### src/sv/tcnd_pkg.sv
// ----------------------------------------------------------------------------
// tcnd_pkg
// Shared types and constants for the two-lift nearest dispatcher.
// ----------------------------------------------------------------------------
package tcnd_pkg;

  // transaction kind on the input channel
  typedef enum logic [1:0] {
    MODE_REQUEST  = 2'd0,
    MODE_LIFT_ONE = 2'd1,
    MODE_LIFT_TWO = 2'd2
  } mode_e;

  // code with no meaning, answered with an all-zero result
  localparam logic [1:0] MODE_UNUSED = 2'd3;

  typedef enum logic {
    LIFT_ONE = 1'b0,
    LIFT_TWO = 1'b1
  } lift_e;

  localparam int unsigned SentFloorW = 8;

  typedef struct packed {
    logic push;
    logic pop;
  } fifo_ctrl_t;

  typedef struct packed {
    logic empty;
    logic full;
  } fifo_stat_t;

endpackage

### src/sv/tcnd_fifo.sv
// ----------------------------------------------------------------------------
// tcnd_fifo
// Request queue: memory with one write and one registered read port. The
// read port always fetches the entry at the next head pointer, so the head
// floor is ready in a register in the cycle after any push or pop.
// ----------------------------------------------------------------------------
module tcnd_fifo #(
  parameter int unsigned DEPTH = 16,
  parameter int unsigned WIDTH = 8
) (
  input  logic                   clk_i,
  input  logic                   rst_ni,
  input  tcnd_pkg::fifo_ctrl_t   ctrl_i,
  input  logic [WIDTH-1:0]       wdata_i,
  output logic [WIDTH-1:0]       head_o,
  output tcnd_pkg::fifo_stat_t   stat_o
);

  localparam int unsigned PtrW = (DEPTH > 1) ? $clog2(DEPTH) : 1;
  localparam int unsigned CntW = $clog2(DEPTH + 1);
  localparam logic [PtrW-1:0] LastPtr = PtrW'(DEPTH - 1);
  localparam logic [CntW-1:0] FullCnt = CntW'(DEPTH);

  logic [WIDTH-1:0] mem [DEPTH];
  logic [WIDTH-1:0] rdata_q;
  logic [PtrW-1:0]  head_q, head_d;
  logic [PtrW-1:0]  tail_q, tail_d;
  logic [CntW-1:0]  count_q, count_d;

  function automatic logic [PtrW-1:0] ptr_inc(input logic [PtrW-1:0] p);
    return (p == LastPtr) ? '0 : p + PtrW'(1);
  endfunction

  always_comb begin
    head_d  = ctrl_i.pop ? ptr_inc(head_q) : head_q;
    tail_d  = ctrl_i.push ? ptr_inc(tail_q) : tail_q;
    count_d = count_q;
    if (ctrl_i.push && !ctrl_i.pop) begin
      count_d = count_q + CntW'(1);
    end else if (ctrl_i.pop && !ctrl_i.push) begin
      count_d = count_q - CntW'(1);
    end
  end

  always_ff @(posedge clk_i or negedge rst_ni) begin
    if (!rst_ni) begin
      head_q  <= '0;
      tail_q  <= '0;
      count_q <= '0;
    end else begin
      head_q  <= head_d;
      tail_q  <= tail_d;
      count_q <= count_d;
    end
  end

  // write port and registered read with write bypass
  always_ff @(posedge clk_i) begin
    if (ctrl_i.push) begin
      mem[tail_q] <= wdata_i;
    end
    if (ctrl_i.push && (tail_q == head_d)) begin
      rdata_q <= wdata_i;
    end else begin
      rdata_q <= mem[head_d];
    end
  end

  assign head_o       = rdata_q;
  assign stat_o.empty = (count_q == '0);
  assign stat_o.full  = (count_q == FullCnt);

endmodule

### src/sv/two_car_nearest_dispatcher_unit.sv
// ----------------------------------------------------------------------------
// two_car_nearest_dispatcher_unit
// Dispatcher for two lifts with a floor request queue.
// ----------------------------------------------------------------------------
// Input channel (in_valid_i / in_stall_o): one transaction is either a floor
// request (mode 0) or a status report from lift one or lift two (modes 1, 2).
// Output channel (out_valid_o / out_stall_i): exactly one result transaction
// per input transaction, in order: a dispatch (lift and floor), a dropped
// request flag when the queue was full, or all zeros.
// The result is registered: it is in the output register in the cycle
// after the input is accepted. Throughput is one transaction per cycle while
// the receiver does not stall; the queue read port refetches the head every
// cycle, so a pop is followed at once by a valid new head.
// The very first request after reset goes to lift one in its own cycle.
// When the receiver stalls, the held result stays stable and the input is
// stalled as well; a new input is accepted in the same cycle that the held
// result is taken.
// Reset: the queue is empty, both lifts free, both last destinations at
// floor 0; no clearing pass is needed.
// ----------------------------------------------------------------------------
module two_car_nearest_dispatcher_unit #(
  parameter int unsigned QUEUE_DEPTH = 16,
  parameter int unsigned FLOOR_BITS  = 8
) (
  input  logic                                clk_i,
  input  logic                                rst_ni,
  input  logic                                in_valid_i,
  output logic                                in_stall_o,
  input  logic [1:0]                          mode_i,
  input  logic [FLOOR_BITS-1:0]               floor_i,
  input  logic                                lift_free_i,
  output logic                                out_valid_o,
  input  logic                                out_stall_i,
  output logic                                dispatch_valid_o,
  output logic                                target_lift_o,
  output logic [tcnd_pkg::SentFloorW-1:0]     sent_floor_o,
  output logic                                request_dropped_o
);

  localparam int unsigned OutW = tcnd_pkg::SentFloorW;

  logic                  in_fire;
  tcnd_pkg::fifo_ctrl_t  fifo_ctrl;
  tcnd_pkg::fifo_stat_t  fifo_stat;
  logic [FLOOR_BITS-1:0] head_floor;

  logic                  first_q, first_d;
  logic                  free1_q, free1_d;
  logic                  free2_q, free2_d;
  logic [FLOOR_BITS-1:0] dest1_q, dest1_d;
  logic [FLOOR_BITS-1:0] dest2_q, dest2_d;
  logic [FLOOR_BITS-1:0] dist1, dist2;

  logic                  res_disp;
  logic                  res_lift;
  logic [FLOOR_BITS-1:0] res_floor;
  logic                  res_drop;
  logic [FLOOR_BITS+OutW-1:0] res_floor_ext;

  logic                  out_valid_q, out_valid_d;
  logic                  disp_q;
  logic                  lift_q;
  logic [OutW-1:0]       floor_q;
  logic                  drop_q;

  function automatic logic [FLOOR_BITS-1:0] abs_diff(input logic [FLOOR_BITS-1:0] a,
                                                     input logic [FLOOR_BITS-1:0] b);
    return (a >= b) ? a - b : b - a;
  endfunction

  assign in_stall_o = out_valid_q && out_stall_i;
  assign in_fire    = in_valid_i && !in_stall_o;

  tcnd_fifo #(
    .DEPTH (QUEUE_DEPTH),
    .WIDTH (FLOOR_BITS)
  ) u_fifo (
    .clk_i   (clk_i),
    .rst_ni  (rst_ni),
    .ctrl_i  (fifo_ctrl),
    .wdata_i (floor_i),
    .head_o  (head_floor),
    .stat_o  (fifo_stat)
  );

  assign dist1 = abs_diff(head_floor, dest1_q);
  assign dist2 = abs_diff(head_floor, dest2_q);

  always_comb begin
    first_d        = first_q;
    free1_d        = free1_q;
    free2_d        = free2_q;
    dest1_d        = dest1_q;
    dest2_d        = dest2_q;
    fifo_ctrl.push = 1'b0;
    fifo_ctrl.pop  = 1'b0;
    res_disp       = 1'b0;
    res_lift       = tcnd_pkg::LIFT_ONE;
    res_floor      = '0;
    res_drop       = 1'b0;
    if (in_fire) begin
      case (tcnd_pkg::mode_e'(mode_i))
        tcnd_pkg::MODE_REQUEST: begin
          if (fifo_stat.full) begin
            res_drop = 1'b1;
          end else if (first_q) begin
            // first request bypasses the queue
            first_d   = 1'b0;
            dest1_d   = floor_i;
            res_disp  = 1'b1;
            res_floor = floor_i;
          end else begin
            fifo_ctrl.push = 1'b1;
          end
        end
        tcnd_pkg::MODE_LIFT_ONE: begin
          free1_d = lift_free_i;
          if (lift_free_i && !fifo_stat.empty) begin
            if (dist1 <= dist2) begin
              res_disp = 1'b1;
              res_lift = tcnd_pkg::LIFT_ONE;
            end else if (free2_q) begin
              res_disp = 1'b1;
              res_lift = tcnd_pkg::LIFT_TWO;
            end
          end
        end
        tcnd_pkg::MODE_LIFT_TWO: begin
          free2_d = lift_free_i;
          if (lift_free_i && !fifo_stat.empty) begin
            if (dist1 >= dist2) begin
              res_disp = 1'b1;
              res_lift = tcnd_pkg::LIFT_TWO;
            end else if (free1_q) begin
              res_disp = 1'b1;
              res_lift = tcnd_pkg::LIFT_ONE;
            end
          end
        end
        default: begin
        end
      endcase
      // queued dispatch pops the head
      if (res_disp && (tcnd_pkg::mode_e'(mode_i) != tcnd_pkg::MODE_REQUEST)) begin
        fifo_ctrl.pop = 1'b1;
        res_floor     = head_floor;
        if (res_lift == tcnd_pkg::LIFT_ONE) begin
          dest1_d = head_floor;
        end else begin
          dest2_d = head_floor;
        end
      end
    end
  end

  assign res_floor_ext = {{OutW{1'b0}}, res_floor};
  assign out_valid_d   = in_fire || (out_valid_q && out_stall_i);

  always_ff @(posedge clk_i or negedge rst_ni) begin
    if (!rst_ni) begin
      first_q     <= 1'b1;
      free1_q     <= 1'b1;
      free2_q     <= 1'b1;
      dest1_q     <= '0;
      dest2_q     <= '0;
      out_valid_q <= 1'b0;
    end else begin
      first_q     <= first_d;
      free1_q     <= free1_d;
      free2_q     <= free2_d;
      dest1_q     <= dest1_d;
      dest2_q     <= dest2_d;
      out_valid_q <= out_valid_d;
    end
  end

  always_ff @(posedge clk_i) begin
    if (in_fire) begin
      disp_q  <= res_disp;
      lift_q  <= res_lift;
      floor_q <= res_floor_ext[OutW-1:0];
      drop_q  <= res_drop;
    end
  end

  assign out_valid_o       = out_valid_q;
  assign dispatch_valid_o  = disp_q;
  assign target_lift_o     = lift_q;
  assign sent_floor_o      = floor_q;
  assign request_dropped_o = drop_q;

endmodule

### config.mk
export PLATFORM = sky130hd
export DESIGN_NAME = two_car_nearest_dispatcher_unit
export DESIGN_NICKNAME = d
export VERILOG_FILES = /design/src/sv/tcnd_pkg.sv /design/src/sv/tcnd_fifo.sv /design/src/sv/two_car_nearest_dispatcher_unit.sv
export SDC_FILE = /design/constraint.sdc
export NUM_CORES = 1
export LEC_CHECK = 0
export BUFFER_PORTS_ARGS = -buffer_cell sky130_fd_sc_hd__buf_2
export CORE_AREA = 2 2 180 182
export DETAILED_ROUTE_END_ITERATION = 16
export DIE_AREA = 0 0 182 184
export HOLD_SLACK_MARGIN = 0.15
export SLEW_MARGIN = 20
export SYNTH_ARGS = -nofsm -noshare
export SYNTH_HDL_FRONTEND = slang
export SYNTH_SLANG_ARGS = --single-unit
### constraint.sdc
create_clock -name clk_i -period 9.6 [get_ports clk_i]
set_input_delay 1.92 -clock clk_i [delete_from_list [all_inputs] [get_ports clk_i]]
set_output_delay 1.92 -clock clk_i [all_outputs]
set_load 0.05 [all_outputs]
=== Yosys cells after proc, flatten, opt, wreduce, memory -nomap -nowiden ===
Memories as Yosys holds them, arrays and structs flattened. A register that Yosys moved wholly into a read port is not among the register bits.
Cells that the tools add are included.

* Register bits after elaboration: 44
* Bits in latches: 0
* RAM bits: 128
* Memory bits (read-only): 0
* Bits of input ports: 15
* Output and inout port bits: 13
* Memories: 1

* Add/sub/neg operators: 8
* $mul: 0
* Div/mod/pow operators: 0
* Magnitude comparators: 4
* Equal/unequal tests: 5
* Shift operators: 0
* Muxes and demuxes: 40
* Bitwise gates (word level): 1
* Reduce and logical (&&, ||, !) cells: 19

{| class="wikitable"
|+ Memories
! memory !! words !! width !! rd ports !! clocked after memory_dff !! write ports !! RTL line !! source
|-
| u_fifo.mem || 16 || 8 || 1 || 1 || 1 || tcnd_fifo.sv:24 || <nowiki>logic [WIDTH-1:0] mem [DEPTH];</nowiki>
|}

{| class="wikitable"
|+ Operators by type and width
! cell !! count
|-
| $mux 8 || 11
|-
| $sub 8x8->8 || 4
|-
| $ge 8x8->1 || 3
|-
| $mux 1 || 21
|-
| $mux 4 || 3
|-
| $mux 5 || 2
|-
| $add 4x1->4 const B || 2
|-
| $eq 4x4->1 const B || 2
|-
| $le 8x8->1 || 1
|-
| $logic_and 1x1->1 || 6
|-
| $reduce_and 3->1 || 2
|-
| $add 5x1->5 const B || 1
|-
| $eq 5x5->1 const B || 1
|-
| $logic_not 5->1 || 1
|-
| $sub 5x1->5 const B || 1
|-
| $logic_not 1->1 || 4
|-
| $reduce_and 2->1 || 2
|-
| $reduce_bool 2->1 || 2
|-
| $pmux 1 s3 || 1
|-
| $eq 2x1->1 const B || 1
|-
| $eq 2x2->1 const B || 1
|-
| $logic_not 2->1 || 1
|-
| $mux 2 || 1
|-
| $pmux 1 s2 || 1
|-
| 2 further kinds || 2
|}

=== Depth between registers and ports, before layout ===
Gate-level depths: netlist of the first run.

* Depth after elaboration: 14
* Mapped depth: 33
* Depth with buffers taken out: 29

=== Cells and area by module ===
A second synthesis of the first run with hierarchy kept.

* Cells, all modules: 614
* Area, all modules: 8693.3 sq um

{| class="wikitable"
|+ By module, submodules not included
! module !! instances !! cells each !! area an instance (sq um) !! sequential area each (sq um)
|-
| tcnd_fifo || 1 || 306 || 5834.3 || 4249.1
|-
| two_car_nearest_dispatcher_unit || 1 || 308 || 2859.0 || 834.6
|}

=== Worst setup path after synthesis of the first run ===
Ideal clock, no wire load.

* Path type: reg-to-reg
* Start point: reg with a tool-made name
* End point: reg u_fifo.count_q[4]
* Setup time: 0.125 ns
* Arrival time: 6.454 ns
* Data required time: 9.475 ns
* Path slack: 3.021 ns
* Cell stages (with the launch flop): 33
* Buffers on the path: 5
* Cell sequence: dfxtp_1 > buf_4 > buf_4 > buf_6 > mux4_2 > mux2i_1 > a21oi_1 > inv_1 > ha_1 > inv_1 > fa_1 > a21o_1 > a221oi_1 > o21ai_0 > a21o_1 > a21o_1 > buf_2 > mux2_2 > ha_1 > nor2b_1 > o211ai_1 > a31o_1 > a211o_4 > or3_1 > buf_6 > ha_1 > inv_1 > ha_1 > a21o_1 > a21oi_1 > xnor2_1 > nor2_1 > xor2_1

{| class="wikitable"
|+ RTL lines
! item !! RTL line !! source
|-
| end signal: assignment || tcnd_fifo.sv:53 || <nowiki>count_q <= count_d;</nowiki>
|-
| end: declaration || tcnd_fifo.sv:28 || <nowiki>logic [CntW-1:0] count_q, count_d;</nowiki>
|}

==> results of run 1 <==
-- kinds of logic after synthesis --
group	Yosys count	synth area share
buffers and inverters	69	0.0349
xor gates and xnor gates	18	0.0180
muxes	57	0.112
AOI/OAI and AO/OA	120	0.100
and+or+nand+nor	115	0.0703
DFF	176	0.580
adders and majority gates	56	0.0843
-- layer usage --
metal | track usage | vias to the layer above | part of all wire
met5 | 0 | - | 0
met2 | 0.194 | 101 | 0.49
met4 | 0.0268 | 0 | 0.0064
li1 | - | 2375 | -
met3 | 0.0258 | 16 | 0.054
met1 | 0.158 | 2526 | 0.45
-- sequential cells by signal (all words and copies together), names as in the netlist, named ones only --
| signal | cells |
|---|---|
| target_lift_o | 1 |
| dispatch_valid_o | 1 |
| out_valid_o | 1 |
| u_fifo.head_q | 4 |
| sent_floor_o | 8 |
| u_fifo.mem | 128 |
| u_fifo.count_q | 5 |
| first_q | 1 |
| u_fifo.tail_q | 4 |
| free1_q | 1 |
| dest2_q | 8 |
| request_dropped_o | 1 |
| dest1_q | 8 |
| free2_q | 1 |
-- area by class of cell --
| class | instances | area, um2 |
|---|---|---|
| clock buffer | 17 | 425 |
| clock inverter | 15 | 205 |
| fill | 3091 | 21400 |
| inverter | 46 | 173 |
| multi-input combinational | 366 | 3370 |
| sequential | 176 | 5080 |
| tap | 402 | 503 |
| timing repair buffer | 36 | 203 |
-- through the flow --
step           cell area [um2]  utilization  instances  hold slack (ps)
6_report                  9960        0.317       1058              500
5_1_grt                   9960        0.317       1058              536
4_1_cts                   9960        0.317       1058              504
3_5_place_dp              9330        0.297       1026              494
3_3_place_gp              9330        0.297       1026              487
2_1_floorplan             8760            -        611              467
-- cell usage in the layout (no fill, tap or decap), drive strengths merged, types with 17 or more instances in the layout --
master / instances
inv: 53
dfrtp: 30
ha: 51
a21oi: 26
mux4: 32
o21ai: 25
clkbuf: 17
edfxtp: 139
a211oi: 20
buf: 36
nor2: 29
mux2i: 20
nand2: 28
-- cell usage after synthesis, types with 11 or more instances --
master    number
a211oi_1      18
a21o_1        11
a21oi_1       26
and2_1        11
dfrtp_1       30
edfxtp_1     139
ha_1          51
inv_1         46
mux2i_1       20
mux4_2        32
nand2_1       28
nor2_1        27
nor2b_1       11
o21ai_0       23
-- where the power goes --
group	switching (mW)	leakage, nW	total, mW	internal [mW]
Combinational	1.11	1.68	1.94	0.836
Clock	0.354	0.300	0.715	0.361
Sequential	0.0969	1.67	1.01	0.912
Total	1.56	3.66	3.67	2.11
-- final timing paths --
kind	start	endpoint
setup / recovery	flop	u_fifo.count_q[4]
hold / removal	u_fifo.count_q[4]	u_fifo.count_q[4]
setup reg to reg	flop	u_fifo.count_q[4]
hold reg to reg	u_fifo.count_q[4]	u_fifo.count_q[4]
max in group asynchronous	rst_ni	dest1_q[5]
min in group asynchronous	rst_ni	u_fifo.tail_q[2]
==> impl_metrics.tcl, run 1 <==
set metrics [dict create \
    fin_crit_sh 0.814 \
    rows 65 \
    criticalPathCategory "flop to flop" \
    grt_pass1_wl_um 29700 \
    timing.slew.headroom 0.380 \
    antenna_left 0 \
    syn_inst 611 \
    grt_max_degree 34 \
    dp_hpwl_um 13300 \
    clkTransAtPathRegs_ps 70 \
    synth-edff-count 139 \
    async_flop_share 0.188 \
    clock_path_buffers 2 \
    area_delta_synth_final_pct 13.8 \
    drtIter0Drc 275 \
    hold_path_class "flop to flop" \
    regToRegSetupSlack_ps 1790 \
    finalMaxSlewViolations 0 \
    crit_slowest_cell "dfxtp_2" \
    worstPathMaxFanout 21 \
    tightest_slew_ps 926 \
    initial_core_util 0.279 \
    syn-num-nets 682 \
    rr_worst_depth 29 \
    max-vdd-ir-drop_uv 193 \
    worst_slack_ps 1790 \
    ys_seq_area_frac 0.580 \
    dieArea_um2 33500 \
    drc 0 \
    gp_congestion 0.806 \
    yosys.area.top_type "edfxtp_1" \
    endpoint_kind "flop" \
    crit_buf_inv 4 \
    finalNetCount 714 \
    ys.flop_type "edfxtp_1" \
    syn_area_um2 8760 \
    status "finished, final reports clean" \
    antenna_found_initial 0 \
    cp_common_cell "ha_1" \
    required_ps 9920 \
    num_vias 5018 \
    cts_tree "built" \
    max_freq_mhz 128 \
    wl_per_cell_um 17.8 \
    tns_ps 0 \
    post_cts_buffers 0 \
    core_um2 31400 \
    dr.pass1.iters 5 \
    cts_sinks 176 \
    avgViaCountPerCell 4.74 \
    power_mw 3.67 \
    cp.depth 29 \
    critPathMaxStageDelay_ps 810 \
    rsz0062_at_grt "false" \
    maxCapViolCount 0 \
    cts.htree.levels 4 \
    n_antenna_cell 0 \
    yosys_register_bits 176 \
    hold_depth 1 \
    numCtsBuffers 17 \
    synth.top_cell.area_share 0.477 \
    syn_avg_cell_area_um2 14.3 \
    dp_slack_ps 1760 \
    io_pins 28 \
    track_usage 0.117 \
    grt_overflow 0 \
    cts-resized-gates 0 \
    powerDensity_nw_per_um2 368 \
    skew_ps 15.0 \
    insertion_delay_ps 440 \
    synthTopCellsByArea "edfxtp_1 (48%), dfrtp_1 (8.6%), mux4_2 (8.2%)" \
    die_x_um 182 \
    grt_pass1_vias 5184 \
    drt_wl_total_um 18900 \
    critPathTopFamily "compound AO/OA/AOI/OAI gates" \
    cts_root_buf "clkbuf_16" \
    drive_gt1_frac 0.189 \
    hold_viol 0 \
    ys_warn_count 0 \
    p_leak_nw 3.66 \
    synth_cell_types 65 \
    period_minus_slack_ps 7810 \
    die_y_um 184 \
    io_buffers 27 \
    setup_viol_count_final 0 \
    start_kind "flop" \
    cts-hold-fix-buffers 0 \
    arrival_ps 8130 \
]
Power figures use the tool's default switching activity.
==> run 2: changes to the inputs <==
--- a/config.mk
+++ b/config.mk
@@ -5,10 +5,11 @@
 export SDC_FILE = /design/constraint.sdc
 export NUM_CORES = 1
 export LEC_CHECK = 0
+export ABC_AREA = 1
 export BUFFER_PORTS_ARGS = -buffer_cell sky130_fd_sc_hd__buf_2
-export CORE_AREA = 2 2 180 182
+export CORE_AREA = 2 2 186 188
 export DETAILED_ROUTE_END_ITERATION = 16
-export DIE_AREA = 0 0 182 184
+export DIE_AREA = 0 0 188 190
 export HOLD_SLACK_MARGIN = 0.15
 export SLEW_MARGIN = 20
 export SYNTH_ARGS = -nofsm -noshare
==> constraint.sdc (replaced) <==
create_clock -name clk_i -period 7.3 [get_ports clk_i]
set_input_delay 1.46 -clock clk_i [delete_from_list [all_inputs] [get_ports clk_i]]
set_output_delay 1.46 -clock clk_i [all_outputs]
set_load 0.05 [all_outputs]
==> impl_metrics.tcl, run 2 <==
set metrics [dict create \
    status "finished, final reports clean" \
    setup_viol_count_final 0 \
    ys_seq_area_frac 0.544 \
    crit_slowest_cell "dfxtp_4" \
    critPathTopFamily "simple AND/OR/NAND/NOR gates" \
    hold_viol 0 \
    final_util 0.311 \
    synth_most_common_cell "nand2_1" \
    seqCellArea_um2 5090 \
    finalMaxSlewViolations 0 \
    syn_avg_cell_area_um2 10.1 \
    initial_core_util 0.275 \
    syn_area_um2 9350 \
    antenna_found_initial 0 \
    regToRegSetupSlack_ps 820 \
    cp.depth 36 \
    antenna_left 0 \
    arrival_ps 6800 \
    yosys.area_share.simple 0.147 \
    synth-xor-area-share 0.0215 \
    rsz0062_at_grt "false" \
    synth_compound_area_frac 0.128 \
    num_vias 6485 \
    syn_inst 928 \
    maxCapViolCount 0 \
    synthAdderAreaFrac 0.0790 \
    synth_cell_types 45 \
    finalNetCount 1014 \
    synth-edff-count 139 \
    multi_input_area_um2 3530 \
    synth_commonest_cells "nand2_1 (165), edfxtp_1 (139), inv_1 (127), nand3_1 (62), a21oi_1 (57)" \
    endpoint_kind "flop" \
    dr.pass1.iters 5 \
    tightest_slew_ps 848 \
    reg2reg_to "u_fifo.count_q[4]" \
    dieArea_um2 35700 \
    worstPathMaxFanout 73 \
    die_y_um 190 \
    insertion_delay_ps 450 \
    cp_common_cell "nand2_1" \
    ys.flop_type "edfxtp_1" \
    drt_wl_total_um 22000 \
    timing.slew.headroom 0.433 \
    fill_cells 3451 \
    cts_tree "built" \
    gp_congestion 0.854 \
    drc 0 \
    cts-hold-fix-buffers 0 \
    fin_crit_sh 0.887 \
    synthTopCellsByArea "edfxtp_1 (45%), dfrtp_1 (8.0%), ha_1 (6.8%)" \
    io_buffers 27 \
    critPathMaxStageDelay_ps 690 \
    drive_gt1_frac 0.135 \
    post_cts_buffers 0 \
    drtIter0Drc 469 \
    crit_path_end "u_fifo.count_q[4]" \
    clkTransAtPathRegs_ps 80 \
    crit_buf_inv 8 \
    mostFrequentLayoutCells "nand2_1 (165), edfxtp_1 (139), inv_1 (127)" \
    grt_pass1_wl_um 35400 \
    largest_reg_flops 128 \
    synth.top_cell.area_share 0.446 \
    grt_overflow 0 \
    core_um2 33900 \
    yosys_register_bits 176 \
    layout_commonest_cell "nand2_1" \
    numCtsBuffers 17 \
    cts.htree.levels 4 \
    criticalPathCategory "flop to flop" \
    avgViaCountPerCell 4.60 \
    wl_per_cell_um 15.6 \
    period_minus_slack_ps 6480 \
    ys_warn_count 0 \
    cts-resized-gates 0 \
    synth_mux_area_frac 0.00214 \
    placed_cells 1379 \
    tns_ps 0 \
    n_antenna_cell 0 \
    syn-num-nets 999 \
    grt_max_degree 74 \
    cts_root_buf "clkbuf_16" \
    start_kind "flop" \
    yosys.area.top_type "edfxtp_1" \
    area_delta_synth_final_pct 12.8 \
    clock_path_buffers 2 \
    rr_worst_depth 36 \
    required_ps 7620 \
    max_freq_mhz 154 \
    rows 68 \
    synth_top_family_by_area "simple AND/OR/NAND/NOR gates" \
    async_flop_share 0.188 \
    dp_hpwl_um 15300 \
    io_pins 28 \
    cts_sinks 176 \
    grt_pass1_vias 6369 \
    skew_ps 22.4 \
    track_usage 0.127 \
    die_x_um 188 \
    regMostFlops "u_fifo.mem" \
    hold_path_class "flop to flop" \
    finalNonFillerCells 1411 \
]
run 2: cell types whose count changed after synthesis, moves of 12 or more:
cell      delta
nand2_1    +137
o21ai_1     +24
nand3_1     +55
a211oi_1    -16
buf_2       +12
mux4_2      -32
a21oi_1     +31
mux2i_1     -18
o21ai_0     +26
o211ai_1    +22
inv_1       +81
nor2_1      +16
run 2: logic make-up (layout without fill, tap and decap cells):
logic type,count (synthesis),after routing
muxes,2,2
AOI/OAI and AO/OA,191,191
and+or+nand+nor,305,305
adders and majority gates,56,56
buffers and inverters,175,203
DFF,176,176
xor gates and xnor gates,23,23
run 2: cell type report:
cell class,instances,share of cell area
sequential,176,0.482
multi-input combinational,577,0.335
tap,455,0.0540
inverter,140,0.0500
clock buffer,17,0.0403
clock inverter,15,0.0208
timing repair buffer,31,0.0180
run 2: worst min-delay path, stage by stage, from the launching register on:
cell     delay [ps]
dfstp_2         390
nand2_1          60
inv_1            30
run 2: metrics by stage:
stage	worst slack (ps)	hold slack (ps)	area (um2)
finish	821	473	10600
global route	161	509	10600
CTS	800	473	10600
detailed placement	825	461	9910
global placement	973	454	9910
floorplan	2140	446	9350
run 2: per-layer routing:
metal  global-route usage  up-vias  part of all wire
met5                    0        -                 0
met4               0.0342        0             0.013
li1                     -     3169                 -
met3               0.0203       30             0.038
met2                0.208      151              0.48
met1                0.173     3135              0.47
run 2: worst min path at each step:
stage | from | end | cells past startpoint
detailed placement | first_q | first_q | 2
global placement | first_q | first_q | 2
finish | first_q | first_q | 2
floorplan | first_q | first_q | 2
global route | first_q | first_q | 2
CTS | first_q | first_q | 2
Power of run 2 is left out: the tool's default activity adds up to more than one toggle a clock period on the data nets, which glitch-free logic cannot reach.
==> run 3: changes to the inputs <==
--- a/config.mk
+++ b/config.mk
@@ -7,9 +7,9 @@
 export LEC_CHECK = 0
 export ABC_AREA = 1
 export BUFFER_PORTS_ARGS = -buffer_cell sky130_fd_sc_hd__buf_2
-export CORE_AREA = 2 2 186 188
+export CORE_AREA = 2 2 148 150
 export DETAILED_ROUTE_END_ITERATION = 16
-export DIE_AREA = 0 0 188 190
+export DIE_AREA = 0 0 150 152
 export HOLD_SLACK_MARGIN = 0.15
 export SLEW_MARGIN = 20
 export SYNTH_ARGS = -nofsm -noshare
==> impl_metrics.tcl, run 3 (synthesized netlist as in run 2, its figures left out) <==
set metrics [dict create \
    avgViaCountPerCell 5.11 \
    critPathMaxStageDelay_ps 800 \
    drt_wl_total_um 21000 \
    crit_path_end "u_fifo.count_q[4]" \
    maxCapViolCount 0 \
    rows 54 \
    mostFrequentLayoutCells "nand2_1 (165), edfxtp_1 (139), inv_1 (127)" \
    reg2reg_to "u_fifo.count_q[4]" \
    dieArea_um2 22800 \
    critPathTopFamily "simple AND/OR/NAND/NOR gates" \
    clock_path_buffers 2 \
    cts_sinks 176 \
    insertion_delay_ps 430 \
    finalNetCount 1014 \
    io_buffers 27 \
    area_delta_synth_final_pct 10.5 \
    grt_max_degree 73 \
    cts-resized-gates 0 \
    rr_worst_depth 36 \
    grt_overflow 0 \
    dr.pass1.iters 5 \
    hold_viol 0 \
    largest_reg_flops 128 \
    start_kind "flop" \
    initial_core_util 0.438 \
    tns_ps 0 \
    rsz0062_at_grt "false" \
    regMostFlops "u_fifo.mem" \
    n_antenna_cell 0 \
    cts-hold-fix-buffers 0 \
    wl_per_cell_um 17.0 \
    timing.slew.headroom 0.367 \
    worstPathMaxFanout 72 \
    cts_tree "built" \
    finalMaxSlewViolations 0 \
    io_pins 28 \
    regToRegSetupSlack_ps 1090 \
    crit_buf_inv 7 \
    antenna_found_initial 0 \
    track_usage 0.195 \
    grt_pass1_wl_um 33900 \
    cp.depth 36 \
    numCtsBuffers 17 \
    num_vias 6308 \
    period_minus_slack_ps 6210 \
    die_y_um 152 \
    clkTransAtPathRegs_ps 60 \
    skew_ps 10.9 \
    cts_root_buf "clkbuf_16" \
    setup_viol_count_final 0 \
    layout_commonest_cell "nand2_1" \
    fin_crit_sh 0.851 \
    status "finished, final reports clean" \
    antenna_left 0 \
    criticalPathCategory "flop to flop" \
    gp_congestion 0.859 \
    post_cts_buffers 0 \
    cp_common_cell "nand2_1" \
    dp_hpwl_um 14500 \
    required_ps 7600 \
    cts.htree.levels 4 \
    die_x_um 150 \
    crit_slowest_cell "dfxtp_4" \
    arrival_ps 6520 \
    max_freq_mhz 161 \
    tightest_slew_ps 946 \
    drive_gt1_frac 0.132 \
    core_um2 21400 \
    drc 0 \
    hold_path_class "flop to flop" \
    endpoint_kind "flop" \
    grt_pass1_vias 6175 \
    drtIter0Drc 413 \
]
==> run 3: worst min-delay path, delay by kind of cell (launching register included) <==
family	cells	cell delay, ps
buffers and inverters	1	40
DFF	1	380
and+or+nand+nor	1	60
==> run 3: metal layers <==
layer | share of wire | vias to the layer above | GRT usage | routed length (um)
met5 | 0 | - | 0 | 0
met4 | 0.020 | 0 | 0.0656 | 416
met3 | 0.039 | 27 | 0.0330 | 824
met2 | 0.50 | 113 | 0.320 | 10400
met1 | 0.44 | 3012 | 0.264 | 9300
li1 | - | 3156 | - | -
==> run 3: metrics by stage <==
stage                     hold WS (ps)   util  cells  area, um2  setup slack [ps]
after floorplan                    446      -    928       9350              2140
after global placement             456  0.454   1204       9690              1200
after detailed placement           460  0.454   1204       9690              1100
after CTS                          471  0.484   1235      10300              1090
after global routing               488  0.484   1235      10300               432
final                              469  0.484   1235      10300              1090
==> run 3: how the worst min path moves through the flow <==
stage             from  endpoint  slack (ps)  depth (start not counted)
5_1_grt        first_q   first_q         490                          2
6_report       first_q   first_q         470                          2
3_5_place_dp   first_q   first_q         460                          2
2_1_floorplan  first_q   first_q         450                          2
4_1_cts        first_q   first_q         470                          2
3_3_place_gp   first_q   first_q         460                          2
==> run 3: final cells by class <==
type	instances	area [um2]
clock buffer	18	429
clock inverter	13	213
fill	2036	11000
inverter	140	528
multi-input combinational	577	3530
sequential	176	5090
tap	280	350
timing repair buffer	31	190
Power of run 3 is left out for the same reason.
